[src/rtl/stlf_pkg.sv]
// Package for the slot table core: parameters, payload structs, codes.
// No dependencies.
package stlf_pkg;

    localparam int SLOTS_DEF      = 16;
    localparam int NAME_CHARS_DEF = 8;

    localparam logic [2:0] REQ_ADD_AUTO  = 3'd0;
    localparam logic [2:0] REQ_ADD_GIVEN = 3'd1;
    localparam logic [2:0] REQ_DELETE    = 3'd2;
    localparam logic [2:0] REQ_SET_ACT   = 3'd3;
    localparam logic [2:0] REQ_GET_ID    = 3'd4;
    localparam logic [2:0] REQ_GET_RANK  = 3'd5;
    localparam logic [2:0] REQ_RANK_OF   = 3'd6;
    localparam logic [2:0] REQ_CLEAR     = 3'd7;

    localparam logic [1:0] ST_OK      = 2'd0;
    localparam logic [1:0] ST_EMPTY   = 2'd1;
    localparam logic [1:0] ST_FULL    = 2'd2;
    localparam logic [1:0] ST_MISSING = 2'd3;

    localparam logic [7:0] CHAR_SPACE = 8'h20;

    typedef struct packed {
        logic [2:0]  req_type;
        logic [7:0]  entry_id;
        logic [7:0]  rank;
        logic [63:0] name_chars;
    } t_req;

    typedef struct packed {
        logic [1:0]  status;
        logic [6:0]  result_id;
        logic [5:0]  result_rank;
        logic [63:0] result_name;
        logic [6:0]  entry_count;
        logic [6:0]  active_id;
    } t_rsp;

    // Token passed cell to cell each scan cycle.
    typedef struct packed {
        logic [6:0]  seen;       // used slots passed so far
        logic        found;      // matching slot met
        logic [6:0]  hit_id;
        logic [5:0]  hit_rank;
        logic [63:0] hit_name;
        logic        free_found; // first free slot met
        logic        first_used; // first used slot met
        logic [6:0]  first_id;
        logic [63:0] id_taken;   // bit k: id k+1 held
    } t_tok;

    // Command broadcast to every cell.
    typedef struct packed {
        logic [2:0]  op;
        logic [6:0]  key_id;
        logic [7:0]  key_rank;
        logic [63:0] name;
        logic [6:0]  new_id;
        logic        do_write;   // write phase: commit
        logic        do_clear;
    } t_cmd;

endpackage

[src/rtl/stlf_cell.sv]
// One slot of the table; shifts the scan token in a ring with its neighbors.
// Depends on stlf_pkg.
module stlf_cell #(
    parameter int SLOTS = stlf_pkg::SLOTS_DEF
) (
    input  logic             i_clk,
    input  logic             i_rst_n,
    input  logic             i_shift,
    input  logic             i_tok_en,
    input  stlf_pkg::t_cmd   i_cmd,
    input  logic             i_sel,      // this cell is the slot selected for write-back
    input  stlf_pkg::t_tok   i_tok,
    output stlf_pkg::t_tok   o_tok,
    output logic             o_used,
    output logic [6:0]       o_id
);
    logic        r_used;
    logic [6:0]  r_id;
    logic [63:0] r_name;
    stlf_pkg::t_tok r_tok;
    stlf_pkg::t_tok n_tok;
    logic        w_match;
    logic        w_rkmatch;

    assign w_match   = r_used && (r_id == i_cmd.key_id);
    assign w_rkmatch = r_used && ({1'b0, i_tok.seen} == i_cmd.key_rank);

    always_comb begin
        n_tok = i_tok;
        if (i_tok_en) begin
            if (r_used) begin
                if (!i_tok.first_used) begin
                    n_tok.first_used = 1'b1;
                    n_tok.first_id   = r_id;
                end
                if (r_id != 7'd0 && r_id <= 7'(SLOTS))
                    n_tok.id_taken[6'(r_id - 7'd1)] = 1'b1;
            end else begin
                n_tok.free_found = 1'b1;
            end
            if (!i_tok.found) begin
                if ((i_cmd.op == stlf_pkg::REQ_GET_RANK) ? w_rkmatch : w_match) begin
                    n_tok.found    = 1'b1;
                    n_tok.hit_id   = r_id;
                    n_tok.hit_rank = i_tok.seen[5:0];
                    n_tok.hit_name = r_name;
                end else if (r_used) begin
                    n_tok.seen = i_tok.seen + 7'd1;
                end
            end
        end
    end

    always_ff @(posedge i_clk) begin
        if (!i_rst_n) begin
            r_used <= 1'b0;
            r_id   <= '0;
        end else if (i_cmd.do_clear) begin
            r_used <= 1'b0;
            r_id   <= '0;
        end else if (i_cmd.do_write && i_sel) begin
            if (i_cmd.op == stlf_pkg::REQ_DELETE) begin
                r_used <= 1'b0;
                r_id   <= '0;
            end else begin
                r_used <= 1'b1;
                r_id   <= i_cmd.new_id;
                r_name <= i_cmd.name;
            end
        end
        if (i_shift) r_tok <= n_tok;
    end

    assign o_tok  = r_tok;
    assign o_used = r_used;
    assign o_id   = r_id;
endmodule

[src/rtl/slot_table_lowest_free_id_core.sv]
// Top level of the slot table core: sequencer plus the row of slot cells.
// Depends on stlf_pkg and stlf_cell.
//
//  channel | dir | signals                          | payload
//  request | in  | i_req_valid, o_req_stall, i_req  | stlf_pkg::t_req
//  result  | out | o_rsp_valid, i_rsp_stall, o_rsp  | stlf_pkg::t_rsp
//
// Each command is loaded on accept, then the scan token walks the cell chain
// slot by slot in the scan state, then the done state decides and writes back.
// The result is valid the cycle after the decide cycle.
// One command at a time; request stalls while a command is in flight. The
// result waits in the output register; the decide cycle holds only while an
// earlier result is still stalled there.
// Reset (synchronous, active low) empties all slots, count and active id.
module slot_table_lowest_free_id_core #(
    parameter int SLOTS      = stlf_pkg::SLOTS_DEF,
    parameter int NAME_CHARS = stlf_pkg::NAME_CHARS_DEF
) (
    input  logic            i_clk,
    input  logic            i_rst_n,
    input  logic            i_req_valid,
    output logic            o_req_stall,
    input  stlf_pkg::t_req  i_req,
    output logic            o_rsp_valid,
    input  logic            i_rsp_stall,
    output stlf_pkg::t_rsp  o_rsp
);
    localparam int CW = $clog2(SLOTS + 1);
    localparam int IW = (SLOTS > 1) ? $clog2(SLOTS) : 1;

    typedef enum logic [2:0] {
        S_IDLE = 3'b001,
        S_SCAN = 3'b010,
        S_DONE = 3'b100
    } t_state;

    t_state r_state;
    logic [CW-1:0] r_cnt;
    logic [IW-1:0] r_pos;    // slot index under the token
    stlf_pkg::t_req r_req;
    logic [63:0] r_name;
    logic r_blank;
    logic [6:0] r_used_cnt;
    logic [6:0] r_active;
    logic r_rsp_valid;
    stlf_pkg::t_rsp r_rsp;

    stlf_pkg::t_tok w_tok [SLOTS+1];
    stlf_pkg::t_tok w_tok_in;
    stlf_pkg::t_cmd w_cmd;
    logic [SLOTS-1:0] w_used;
    logic [6:0] w_id [SLOTS];
    logic [SLOTS-1:0] w_sel;
    logic [63:0] w_trim;
    logic w_blank;
    logic w_blank_q;
    logic [IW-1:0] w_free_idx;
    logic w_free_ok;
    logic [6:0] w_low_id;
    logic [6:0] w_key;
    logic w_key_ok;
    stlf_pkg::t_tok w_fin;
    stlf_pkg::t_rsp n_rsp;
    logic [6:0] n_used_cnt;
    logic [6:0] n_active;
    logic w_commit;
    logic [IW-1:0] w_wr_idx;
    logic w_done_go;

    // Trim the incoming name: keep bytes up to first zero, within NAME_CHARS.
    always_comb begin
        logic stop;
        stop   = 1'b0;
        w_trim = '0;
        w_blank = 1'b1;
        for (int b = 0; b < 8; b++) begin
            if (b < NAME_CHARS && !stop && i_req.name_chars[8*b +: 8] != 8'd0)
                w_trim[8*b +: 8] = i_req.name_chars[8*b +: 8];
            else
                stop = 1'b1;
        end
        stop = 1'b0;
        for (int b = 0; b < 8; b++) begin
            if (!stop) begin
                if (w_trim[8*b +: 8] == 8'd0) stop = 1'b1;
                else if (w_trim[8*b +: 8] != stlf_pkg::CHAR_SPACE) w_blank = 1'b0;
            end
        end
    end

    assign w_blank_q = r_blank;

    // Decide only when the output register is free or being drained.
    assign w_done_go = (r_state == S_DONE) && (!r_rsp_valid || !i_rsp_stall);

    // Token enters cell 0 fresh on the first scan cycle, then rides the ring.
    always_comb begin
        w_tok_in = w_tok[SLOTS];
        if (r_cnt == '0) w_tok_in = '0;
    end
    assign w_tok[0] = w_tok_in;

    assign w_key_ok = (r_req.entry_id != 8'd0) && ({1'b0, r_req.entry_id} <= 9'(SLOTS));
    assign w_key    = r_req.entry_id[6:0];

    always_comb begin
        w_cmd          = '0;
        w_cmd.op       = r_req.req_type;
        w_cmd.key_id   = (r_req.entry_id[7]) ? 7'h7f : w_key;
        w_cmd.key_rank = r_req.rank;
        w_cmd.name     = r_name;
        w_cmd.new_id   = (r_req.req_type == stlf_pkg::REQ_ADD_AUTO) ? w_low_id : w_key;
        w_cmd.do_write = w_commit;
        w_cmd.do_clear = w_done_go && (r_req.req_type == stlf_pkg::REQ_CLEAR);
    end
    // entry_id of 128..255 must never match: id 127 is never stored.

    for (genvar g = 0; g < SLOTS; g++) begin : g_cell
        assign w_sel[g] = (w_wr_idx == IW'(g));
        stlf_cell #(.SLOTS(SLOTS)) u_cell (
            .i_clk   (i_clk),
            .i_rst_n (i_rst_n),
            .i_shift (r_state == S_SCAN),
            .i_tok_en(r_pos == IW'(g)),
            .i_cmd   (w_cmd),
            .i_sel   (w_sel[g]),
            .i_tok   (w_tok[g]),
            .o_tok   (w_tok[g+1]),
            .o_used  (w_used[g]),
            .o_id    (w_id[g])
        );
    end

    // Final token sits in the last cell once the scan ends.
    assign w_fin = w_tok[SLOTS];

    // First free slot: find after scan via priority encoder over used bits.
    always_comb begin
        w_free_idx = '0;
        w_free_ok  = 1'b0;
        for (int k = SLOTS - 1; k >= 0; k--)
            if (!w_used[k]) begin
                w_free_idx = IW'(k);
                w_free_ok  = 1'b1;
            end
    end

    always_comb begin
        w_low_id = 7'd0;
        for (int k = SLOTS - 1; k >= 0; k--)
            if (!w_fin.id_taken[k]) w_low_id = 7'(k + 1);
    end

    // Slot to write: free slot for adds, slot holding the id for delete.
    always_comb begin
        w_wr_idx = w_free_idx;
        if (r_req.req_type == stlf_pkg::REQ_DELETE)
            for (int k = SLOTS - 1; k >= 0; k--)
                if (w_used[k] && w_id[k] == w_cmd.key_id) w_wr_idx = IW'(k);
    end

    // Decide the outcome in the done cycle.
    always_comb begin
        n_rsp      = '0;
        n_used_cnt = r_used_cnt;
        n_active   = r_active;
        w_commit   = 1'b0;
        if (w_done_go) begin
            unique case (r_req.req_type)
                stlf_pkg::REQ_ADD_AUTO, stlf_pkg::REQ_ADD_GIVEN: begin
                    if (w_blank_q) n_rsp.status = stlf_pkg::ST_EMPTY;
                    else if (r_req.req_type == stlf_pkg::REQ_ADD_GIVEN && !w_key_ok)
                        n_rsp.status = stlf_pkg::ST_FULL;
                    else if (r_used_cnt >= 7'(SLOTS) || !w_free_ok)
                        n_rsp.status = stlf_pkg::ST_FULL;
                    else if (r_req.req_type == stlf_pkg::REQ_ADD_GIVEN && w_fin.found)
                        n_rsp.status = stlf_pkg::ST_FULL;
                    else if (r_req.req_type == stlf_pkg::REQ_ADD_AUTO && w_low_id == 7'd0)
                        n_rsp.status = stlf_pkg::ST_FULL;
                    else begin
                        w_commit        = 1'b1;
                        n_rsp.result_id = w_cmd.new_id;
                        n_used_cnt      = r_used_cnt + 7'd1;
                        if (r_req.req_type == stlf_pkg::REQ_ADD_AUTO && r_active == 7'd0)
                            n_active = w_cmd.new_id;
                    end
                end
                stlf_pkg::REQ_DELETE: begin
                    if (!w_fin.found) n_rsp.status = stlf_pkg::ST_MISSING;
                    else begin
                        w_commit = 1'b1;
                        if (r_used_cnt != 7'd0) n_used_cnt = r_used_cnt - 7'd1;
                        if ({1'b0, r_active} == r_req.entry_id) begin
                            // first used slot other than the deleted one
                            n_active = 7'd0;
                            for (int k = SLOTS - 1; k >= 0; k--)
                                if (w_used[k] && IW'(k) != w_wr_idx) n_active = w_id[k];
                        end
                    end
                end
                stlf_pkg::REQ_SET_ACT: begin
                    if (!w_fin.found) n_rsp.status = stlf_pkg::ST_MISSING;
                    else n_active = w_key;
                end
                stlf_pkg::REQ_GET_ID, stlf_pkg::REQ_GET_RANK: begin
                    if (!w_fin.found) n_rsp.status = stlf_pkg::ST_MISSING;
                    else begin
                        n_rsp.result_id   = w_fin.hit_id;
                        n_rsp.result_name = w_fin.hit_name;
                    end
                end
                stlf_pkg::REQ_RANK_OF: begin
                    if (!w_fin.found) n_rsp.status = stlf_pkg::ST_MISSING;
                    else begin
                        n_rsp.result_id   = w_fin.hit_id;
                        n_rsp.result_rank = w_fin.hit_rank;
                    end
                end
                stlf_pkg::REQ_CLEAR: begin
                    n_used_cnt = 7'd0;
                    n_active   = 7'd0;
                end
                default: ;
            endcase
            n_rsp.entry_count = n_used_cnt;
            n_rsp.active_id   = n_active;
        end
    end

    assign o_req_stall = (r_state != S_IDLE);

    always_ff @(posedge i_clk) begin
        if (!i_rst_n) begin
            r_state     <= S_IDLE;
            r_cnt       <= '0;
            r_pos       <= '0;
            r_used_cnt  <= '0;
            r_active    <= '0;
            r_rsp_valid <= 1'b0;
        end else begin
            // load a fresh result, or drop the one just taken
            if (w_done_go) r_rsp_valid <= 1'b1;
            else if (r_rsp_valid && !i_rsp_stall) r_rsp_valid <= 1'b0;
            unique case (r_state)
                S_IDLE: begin
                    if (i_req_valid && !o_req_stall) begin
                        r_state <= S_SCAN;
                        r_cnt   <= '0;
                        r_pos   <= '0;
                    end
                end
                S_SCAN: begin
                    // advance the token one cell per cycle
                    r_cnt <= r_cnt + CW'(1);
                    if (r_pos != IW'(SLOTS - 1)) r_pos <= r_pos + IW'(1);
                    if (r_cnt == CW'(SLOTS - 1)) r_state <= S_DONE;
                end
                S_DONE: begin
                    // hold while the previous result is still stalled
                    if (w_done_go) begin
                        r_used_cnt <= n_used_cnt;
                        r_active   <= n_active;
                        r_state    <= S_IDLE;
                    end
                end
                default: r_state <= S_IDLE;
            endcase
        end
    end

    always_ff @(posedge i_clk) begin
        if (r_state == S_IDLE && i_req_valid && !o_req_stall) begin
            r_req   <= i_req;
            r_name  <= w_trim;
            r_blank <= w_blank;
        end
        if (w_done_go) r_rsp <= n_rsp;
    end

    assign o_rsp_valid = r_rsp_valid;
    assign o_rsp       = r_rsp;

    a_no_accept_busy: assert property (@(posedge i_clk) disable iff (!i_rst_n)
        (r_state != S_IDLE) |-> o_req_stall) else $error("accept while busy");
    a_count_range: assert property (@(posedge i_clk) disable iff (!i_rst_n)
        r_used_cnt <= 7'(SLOTS)) else $error("count overflow");
    a_done_valid: assert property (@(posedge i_clk) disable iff (!i_rst_n)
        (r_state == S_DONE) |=> o_rsp_valid) else $error("result lost");
    a_rsp_hold: assert property (@(posedge i_clk) disable iff (!i_rst_n)
        (o_rsp_valid && i_rsp_stall) |=> (o_rsp_valid && $stable(o_rsp)))
        else $error("stalled result changed");
    a_count_match: assert property (@(posedge i_clk) disable iff (!i_rst_n)
        (r_state == S_IDLE) |-> ({1'b0, r_used_cnt} == 8'($countones(w_used))))
        else $error("count mismatch");
endmodule

[config.mk]
export PLATFORM = sky130hd
export DESIGN_NAME = slot_table_lowest_free_id_core
export DESIGN_NICKNAME = d
export VERILOG_FILES = /design/src/rtl/stlf_pkg.sv /design/src/rtl/stlf_cell.sv /design/src/rtl/slot_table_lowest_free_id_core.sv
export SDC_FILE = /design/constraint.sdc
export NUM_CORES = 2
export LEC_CHECK = 0
export ABC_AREA = 1
export BUFFER_PORTS_ARGS = -buffer_cell sky130_fd_sc_hd__buf_2
export CAP_MARGIN = 20
export CORE_MARGIN = 2
export CORE_UTILIZATION = 30
export CTS_CLUSTER_SIZE = 24
export DETAILED_ROUTE_END_ITERATION = 6
export PLACE_DENSITY_LB_ADDON = 0.3
export SLEW_MARGIN = 10
export SYNTH_ARGS = -nofsm -noshare
export SYNTH_HDL_FRONTEND = slang
export SYNTH_SLANG_ARGS = --single-unit
[constraint.sdc]
create_clock -name i_clk -period 129.4 [get_ports i_clk]
set_clock_uncertainty 0.05 [all_clocks]
set_input_delay 12.94 -clock i_clk [delete_from_list [all_inputs] [get_ports i_clk]]
set_output_delay 12.94 -clock i_clk [all_outputs]
set_load 0.03 [all_outputs]
# After elaboration in Yosys (flattened, before gate mapping)
# Cells that the tools add are included.
[totals] regBits=3884 inputBits=87 output_inout_bits=95
[classes] n_addsub=36 order_cmp=50 eq_ne=103 n_mux=381 n_bitwise=19 reduce_logical=196
[ops] cell="158-bit two-way mux" n=17
[ops] cell="85-bit two-way mux" n=16
[ops] cell="78-bit two-way mux" n=16
[ops] cell="72-bit two-way mux" n=16
[ops] cell="64-bit two-way mux" n=16
[ops] cell="64-bit bitwise OR" n=16
[ops] cell="7-bit two-way mux" n=104
[ops] cell="4-bit two-way mux" n=35
[ops] cell="7-bit by 8-bit == test with 1-bit output" n=17
[ops] cell="7-bit by 1-bit adder with 7-bit output, second input constant" n=17
[ops] cell="7-bit nonzero test" n=17
[ops] cell="1-bit two-way mux" n=117
[ops] cell="1-bit logical AND" n=114
[ops] cell="7-bit == test" n=16
[ops] cell="7-bit by 5-bit less-or-equal comparator with 1-bit output, second input constant" n=16
[ops] cell="6-bit by 7-bit less-than comparator with 1-bit output, second input constant" n=16
[ops] cell="1-bit demux with 6-bit select" n=16
[ops] cell="6-bit by 1-bit greater-or-equal comparator with 1-bit output, second input constant" n=16
[ops] cell="6-bit by 1-bit subtractor with 6-bit output, second input constant" n=16
[ops] cell="8-bit nonzero test" n=9
[ops] cell="4-bit == test, second input constant" n=16
[ops] cell="8-bit logical NOT" n=8
[ops] cell="8-bit two-way mux" n=8
[ops] cell="8-bit by 6-bit != test with 1-bit output, second input constant" n=8
[ops] cell="44 further kinds" n=122

# Depth between registers and ports, before layout
[logic_depth] word_depth=54 depth_mapped=59 ltp_nobuf=58

# Cells and area by module
# Synthesis repeated with hierarchy kept, for this count alone.
[unflattened] hier_cells=13441 area_unflattened_um2=164620.4
[by_module_without_submodules] mod="stlf_cell (g_cell[10].u_cell ...)" instances=15 cells_per_inst=717 area_per_inst_um2=9427.8 seq_area_each_um2=6826.5
[by_module_without_submodules] mod="slot_table_lowest_free_id_core" instances=1 cells_per_inst=1970 area_per_inst_um2=13958.4 seq_area_each_um2=5855.6
[by_module_without_submodules] mod="stlf_cell (g_cell[0].u_cell)" instances=1 cells_per_inst=716 area_per_inst_um2=9245.1 seq_area_each_um2=6826.5

# Least setup slack after synthesis
# Ideal clock, no wire load.
[synth_path] path_type="reg2reg" start="register r_state[1]" end="register r_pos[1]" setup_time_ns=0.248 arrival_time_ns=123.495 t_required_ns=129.102 path_slack_ns=5.608 stages_incl_launch_ff=9 path_buffers=0 period_less_slack_ns=123.792 cell_sequence="dfxtp_1 inv_1 nor3_1 inv_1 nand2_1 nand3_1 inv_1 nand3_1 a21oi_1"
[synth_via] elab_chain_len=5 elab_cells_between_ends=10
[synth_rtl] item="start: declaration" line_no="slot_table_lowest_free_id_core.sv:37" source="t_state r_state;"
[synth_rtl] item="start signal: assignment" line_no="slot_table_lowest_free_id_core.sv:234" source="r_state <= S_IDLE;"
[synth_rtl] item="start signal: assignment" line_no="slot_table_lowest_free_id_core.sv:247" source="r_state <= S_SCAN;"
[synth_rtl] item="start signal: assignment" line_no="slot_table_lowest_free_id_core.sv:256" source="if (r_cnt == CW'(SLOTS - 1)) r_state <= S_DONE;"
[synth_rtl] item="3-bit by 1-bit != test with 1-bit output" line_no="slot_table_lowest_free_id_core.sv:230" source="assign o_req_stall = (r_state != S_IDLE);"
[synth_rtl] item="1-bit logical NOT" line_no="slot_table_lowest_free_id_core.sv:246" source="if (i_req_valid && !o_req_stall) begin"
[synth_rtl] item="1-bit logical AND" line_no="slot_table_lowest_free_id_core.sv:246"
[synth_rtl] item="2-bit != test (no line)"
[synth_rtl] item="3-bit AND reduction (no line)"
[synth_rtl] item="end signal: assignment" line_no="slot_table_lowest_free_id_core.sv:255" source="if (r_pos != IW'(SLOTS - 1)) r_pos <= r_pos + IW'(1);"
[synth_rtl] item="end: declaration" line_no="slot_table_lowest_free_id_core.sv:39" source="logic [IW-1:0] r_pos;"
# Several ways; a longest one is shown, not always the timed one.
# A chain may end at the register's enable or synchronous reset.

# Worst setup path after layout
[layout_path] start="input port i_req[0] (netlist bit)" end="register r_blank (data pin)"
[layout_via] elab_cells_between_ends=81
[layout_lines] item="start: declaration" line_no="slot_table_lowest_free_id_core.sv:23" source="input stlf_pkg::t_req i_req,"
[layout_lines] item="8-bit nonzero test (*)" line_no="slot_table_lowest_free_id_core.sv:77" source="if (b < NAME_CHARS && !stop && i_req.name_chars[8*b +: 8] != 8'd0)"
[layout_lines] item="1-bit two-way mux or 1-bit logical AND (tied branches)" line_no="slot_table_lowest_free_id_core.sv:77"
[layout_lines] item="1-bit two-way mux (*)" line_no="slot_table_lowest_free_id_core.sv:77"
[layout_lines] item="1-bit logical NOT" line_no="slot_table_lowest_free_id_core.sv:77"
[layout_lines] item="1-bit logical AND" line_no="slot_table_lowest_free_id_core.sv:77"
[layout_lines] item="1-bit two-way mux (*)" line_no="slot_table_lowest_free_id_core.sv:77"
[layout_lines] item="1-bit logical NOT" line_no="slot_table_lowest_free_id_core.sv:77"
[layout_lines] item="1-bit logical AND" line_no="slot_table_lowest_free_id_core.sv:77"
[layout_lines] item="(+4 left out)"
[layout_lines] item="via w_trim[34]" line_no="slot_table_lowest_free_id_core.sv:54" source="logic [63:0] w_trim;"
[layout_lines] item="(+6 left out)"
[layout_lines] item="1-bit two-way mux" line_no="slot_table_lowest_free_id_core.sv:84" source="if (!stop) begin"
[layout_lines] item="1-bit two-way mux" line_no="slot_table_lowest_free_id_core.sv:86" source="else if (w_trim[8*b +: 8] != stlf_pkg::CHAR_SPACE) w_blank = 1'b0;"
[layout_lines] item="1-bit two-way mux" line_no="slot_table_lowest_free_id_core.sv:85" source="if (w_trim[8*b +: 8] == 8'd0) stop = 1'b1;"
[layout_lines] item="1-bit two-way mux" line_no="slot_table_lowest_free_id_core.sv:84"
[layout_lines] item="1-bit two-way mux" line_no="slot_table_lowest_free_id_core.sv:86"
[layout_lines] item="1-bit two-way mux" line_no="slot_table_lowest_free_id_core.sv:85"
[layout_lines] item="1-bit two-way mux (*)" line_no="slot_table_lowest_free_id_core.sv:84"
[layout_lines] item="via w_blank" line_no="slot_table_lowest_free_id_core.sv:55" source="logic w_blank;"
[layout_lines] item="end signal: assignment" line_no="slot_table_lowest_free_id_core.sv:275" source="r_blank <= w_blank;"
[layout_lines] item="end: declaration" line_no="slot_table_lowest_free_id_core.sv:42" source="logic r_blank;"
# The timed path passes the listed nets; every way through them passes the cells marked *.

==> impl_metrics.ini <==
[run_status]
status = finished, final reports clean

[floorplan]
start_util_pct = 30.16
core_mm2 = 0.3963
row_count = 231
die_y_um = 635.1
die_area_mm2 = 0.4034
io_pins = 182
die_w_um = 635.1

[synth]
async_flop_share_pct = 0
synth_area_mm2 = 0.1195
ys_top_cells_by_area = edfxtp_1 (71%), mux2_2 (9.1%), nand2_1 (2.7%), dfxtp_1 (2.6%), inv_1 (2.1%)
avgSynthCellArea_um2 = 14.74
yosysTopAreaCell = edfxtp_1
ys.flop_type = edfxtp_1
syn_nets = 8237
synth.top_cell.area_share_pct = 70.79
yosysSeqAreaShare_pct = 73.39
synth-edff-count = 2817
syn_inst = 8108
ys_warn_count = 0
ys_seq_elements = 2972
ys_types = 64
synth_most_common_cell = edfxtp_1
synthTopCellsByCount = edfxtp_1 (2817), mux2_2 (967), nand2_1 (851), inv_1 (660), nor2_1 (437)

[placement]
hpwl_um = 207200
portBuffers = 181
placed_cells = 13370
gp_congestion = 0.8972
dp_slack_ps = 109690

[routing]
ant_nets = 0
drt-total-wl_um = 334400
drt-initial-drc-count = 6724
drc_errors = 0
drt_first_pass_iters = 6
via_per_inst = 4.860
dr_total_vias = 67850
wl_per_cell_um = 23.95

[clock_network]
h-tree-depth = 5
clkSlewWorstSetupHoldPaths_ps = 60
hold_buffers = 0
cts_sinks = 2972
clockBufferDepth = 4
cts_resized = 0
cts-buffers-inserted = 325
insertion_delay_ps = 940
root_buffer = clkbuf_16
cts_setup_buffers = 0
cts_tree = done

[worst_setup_path]
worstPathArrival_ps = 18770
reg2reg_to = g_cell[0].u_cell.r_name[38]
path_max_fanout = 12
cp-end-kind = flop
startpoint_type = input port
criticalPathCategory = input port to flop
rrSetupSlack_ps = 122530
reg2regPathDepth = 21
r2r-start = r_req[79]
critPathRequiredTime_ps = 130110

[timing]
hold_viol_final = 0
fin_crit_ps = 18060
drv_slew = 0
rsz0062_at_grt = false
timing.final.ws_setup_ps = 111340
period_share_pct = 13.96
relSlewSlack_pct = 26.05
fmax_ghz = 0.05537
tightest_slew_ps = 1099
fin_setup_tns_ps = 0
setup_violations = 0

[grt]
antenna_found_initial = 17
grt.total_usage_pct = 16.01
overflow = 0
grt_max_degree = 152
grt_pass1_wl_um = 479100
grt_pass1_vias = 67960

[cells_and_area]
fillers = 37700
nNetsFinal = 8591
drive_above_1_share_pct = 20.74
area.sequential_mm2 = 0.08769
final_cells = 13960
multiInputGateArea_mm2 = 0.02841
area_delta_synth_final_pct = 14.93

[hold_path]
hold_end = r_cnt[3]
hold_depth = 1
min_from = r_cnt[3]
hp-class = flop to flop

[power]
vdd_drop_max_v = 0.00001174
p_leak_nw = 45.99
power_mw = 2.229
power_density_mw_per_mm2 = 16.23

[flow_run]
maxCapViolCount = 0
placed cells by master (no fill, tap or decap), types with 8 or more instances in the layout:
cell / instances
xor2_1: 208
a221oi_1: 14
inv_6: 12
bufinv_16: 17
nor4_1: 55
inv_2: 12
mux2_2: 967
diode_2: 8
nor2_4: 25
o21ai_1: 15
a31o_2: 16
nor2_1: 413
o2111ai_1: 11
clkinv_2: 36
dfxtp_1: 155
nand2_1: 850
xnor2_1: 25
nor3_1: 126
o31ai_1: 39
clkinv_1: 93
clkbuf_16: 332
nand2_2: 9
clkinvlp_4: 9
inv_1: 657
a211oi_1: 16
o21ai_0: 405
a21oi_1: 142
o22ai_1: 101
clkbuf_1: 89
nand3_4: 14
o21bai_1: 243
a2111oi_0: 18
buf_4: 122
edfxtp_1: 2817
o211ai_1: 13
ha_1: 42
nand4_1: 55
buf_2: 182
nand3_1: 269
worst max-delay path, stage by stage:
cell and delay [ps]:
buf_2 100, or4_1 880, nor4_4 680, a32o_1 720, a21oi_1 140, inv_1 280
a21oi_1 90, inv_1 270, a21oi_1 130, inv_1 560, nor2_1 130, nor4_1 330
nand4_1 150, a21oi_2 760, o221ai_1 300, a21oi_1 180
sequential cells by signal (all words and copies together) (netlist names):
register / cells
o_rsp_valid: 1
r_pos: 4
r_cnt: 5
g_cell.u_cell.o_tok: 1616
r_blank: 1
r_used_cnt: 7
r_req: 19
g_cell.u_cell.o_id: 112
r_active: 7
r_state: 3
g_cell.u_cell.o_used: 16
o_rsp: 93
g_cell.u_cell.r_name: 1024
r_name: 64
cells by family (layout without fill, tap and decap cells):
logic type | Yosys count | after routing | share of synthesized area, %
flip-flops | 2972 | 2972 | 73.39
multiplexers | 969 | 969 | 9.129
XOR/XNOR | 233 | 233 | 1.708
other | 0 | 8 | 0
AO/OA/AOI/OAI | 1065 | 1065 | 5.508
buffers and inverters | 981 | 1584 | 3.171
AND/OR/NAND/NOR | 1846 | 1846 | 6.657
adder cells (fa/ha/maj) | 42 | 42 | 0.4398
metrics by stage:
step / hold slack (ps) / cell area [um2] / utilization (%)
2_1_floorplan: 388.0 / 119500 / -
3_3_place_gp: 408.6 / 127100 / 32.08
3_5_place_dp: 412.0 / 127200 / 32.09
4_1_cts: 423.0 / 137200 / 34.63
5_1_grt: 461.2 / 137300 / 34.66
6_report: 429.6 / 137300 / 34.66
how the worst max path moves through the flow:
stage | startpoint | end | slack (ps) | cells past startpoint
floorplan | r_state[1] | r_pos[1] | 5610 | 8
global placement | i_req[0] | r_blank | 109680 | 16
detailed placement | i_req[0] | r_blank | 109690 | 16
CTS | i_req[0] | r_blank | 110660 | 16
global route | i_req[0] | r_blank | 110590 | 16
finish | i_req[0] | r_blank | 111340 | 16
routing by layer:
layer	GRT usage, %	up-vias	wire [um]
li1	-	30460	-
met1	22.32	34520	150400
met2	25.53	2359	153300
met3	2.633	511	20930
met4	4.912	2	9738
met5	0	-	13
where the power goes:
part           switching [mW]  internal, mW
clock                   0.381         0.509
combinational           0.111        0.0385
sequential             0.0502          1.14
total                   0.542          1.69
cell type report:
class / instances / area share, %
Sequential cell: 2972 / 63.85
Clock inverter: 149 / 0.9821
Tap cell: 5242 / 4.776
Multi-Input combinational cell: 4155 / 20.69
Clock buffer: 427 / 6.353
Antenna cell: 8 / 0.01458
Timing Repair Buffer: 309 / 1.419
Inverter: 699 / 1.915
Note: power is estimated with default switching activity, not from simulation.
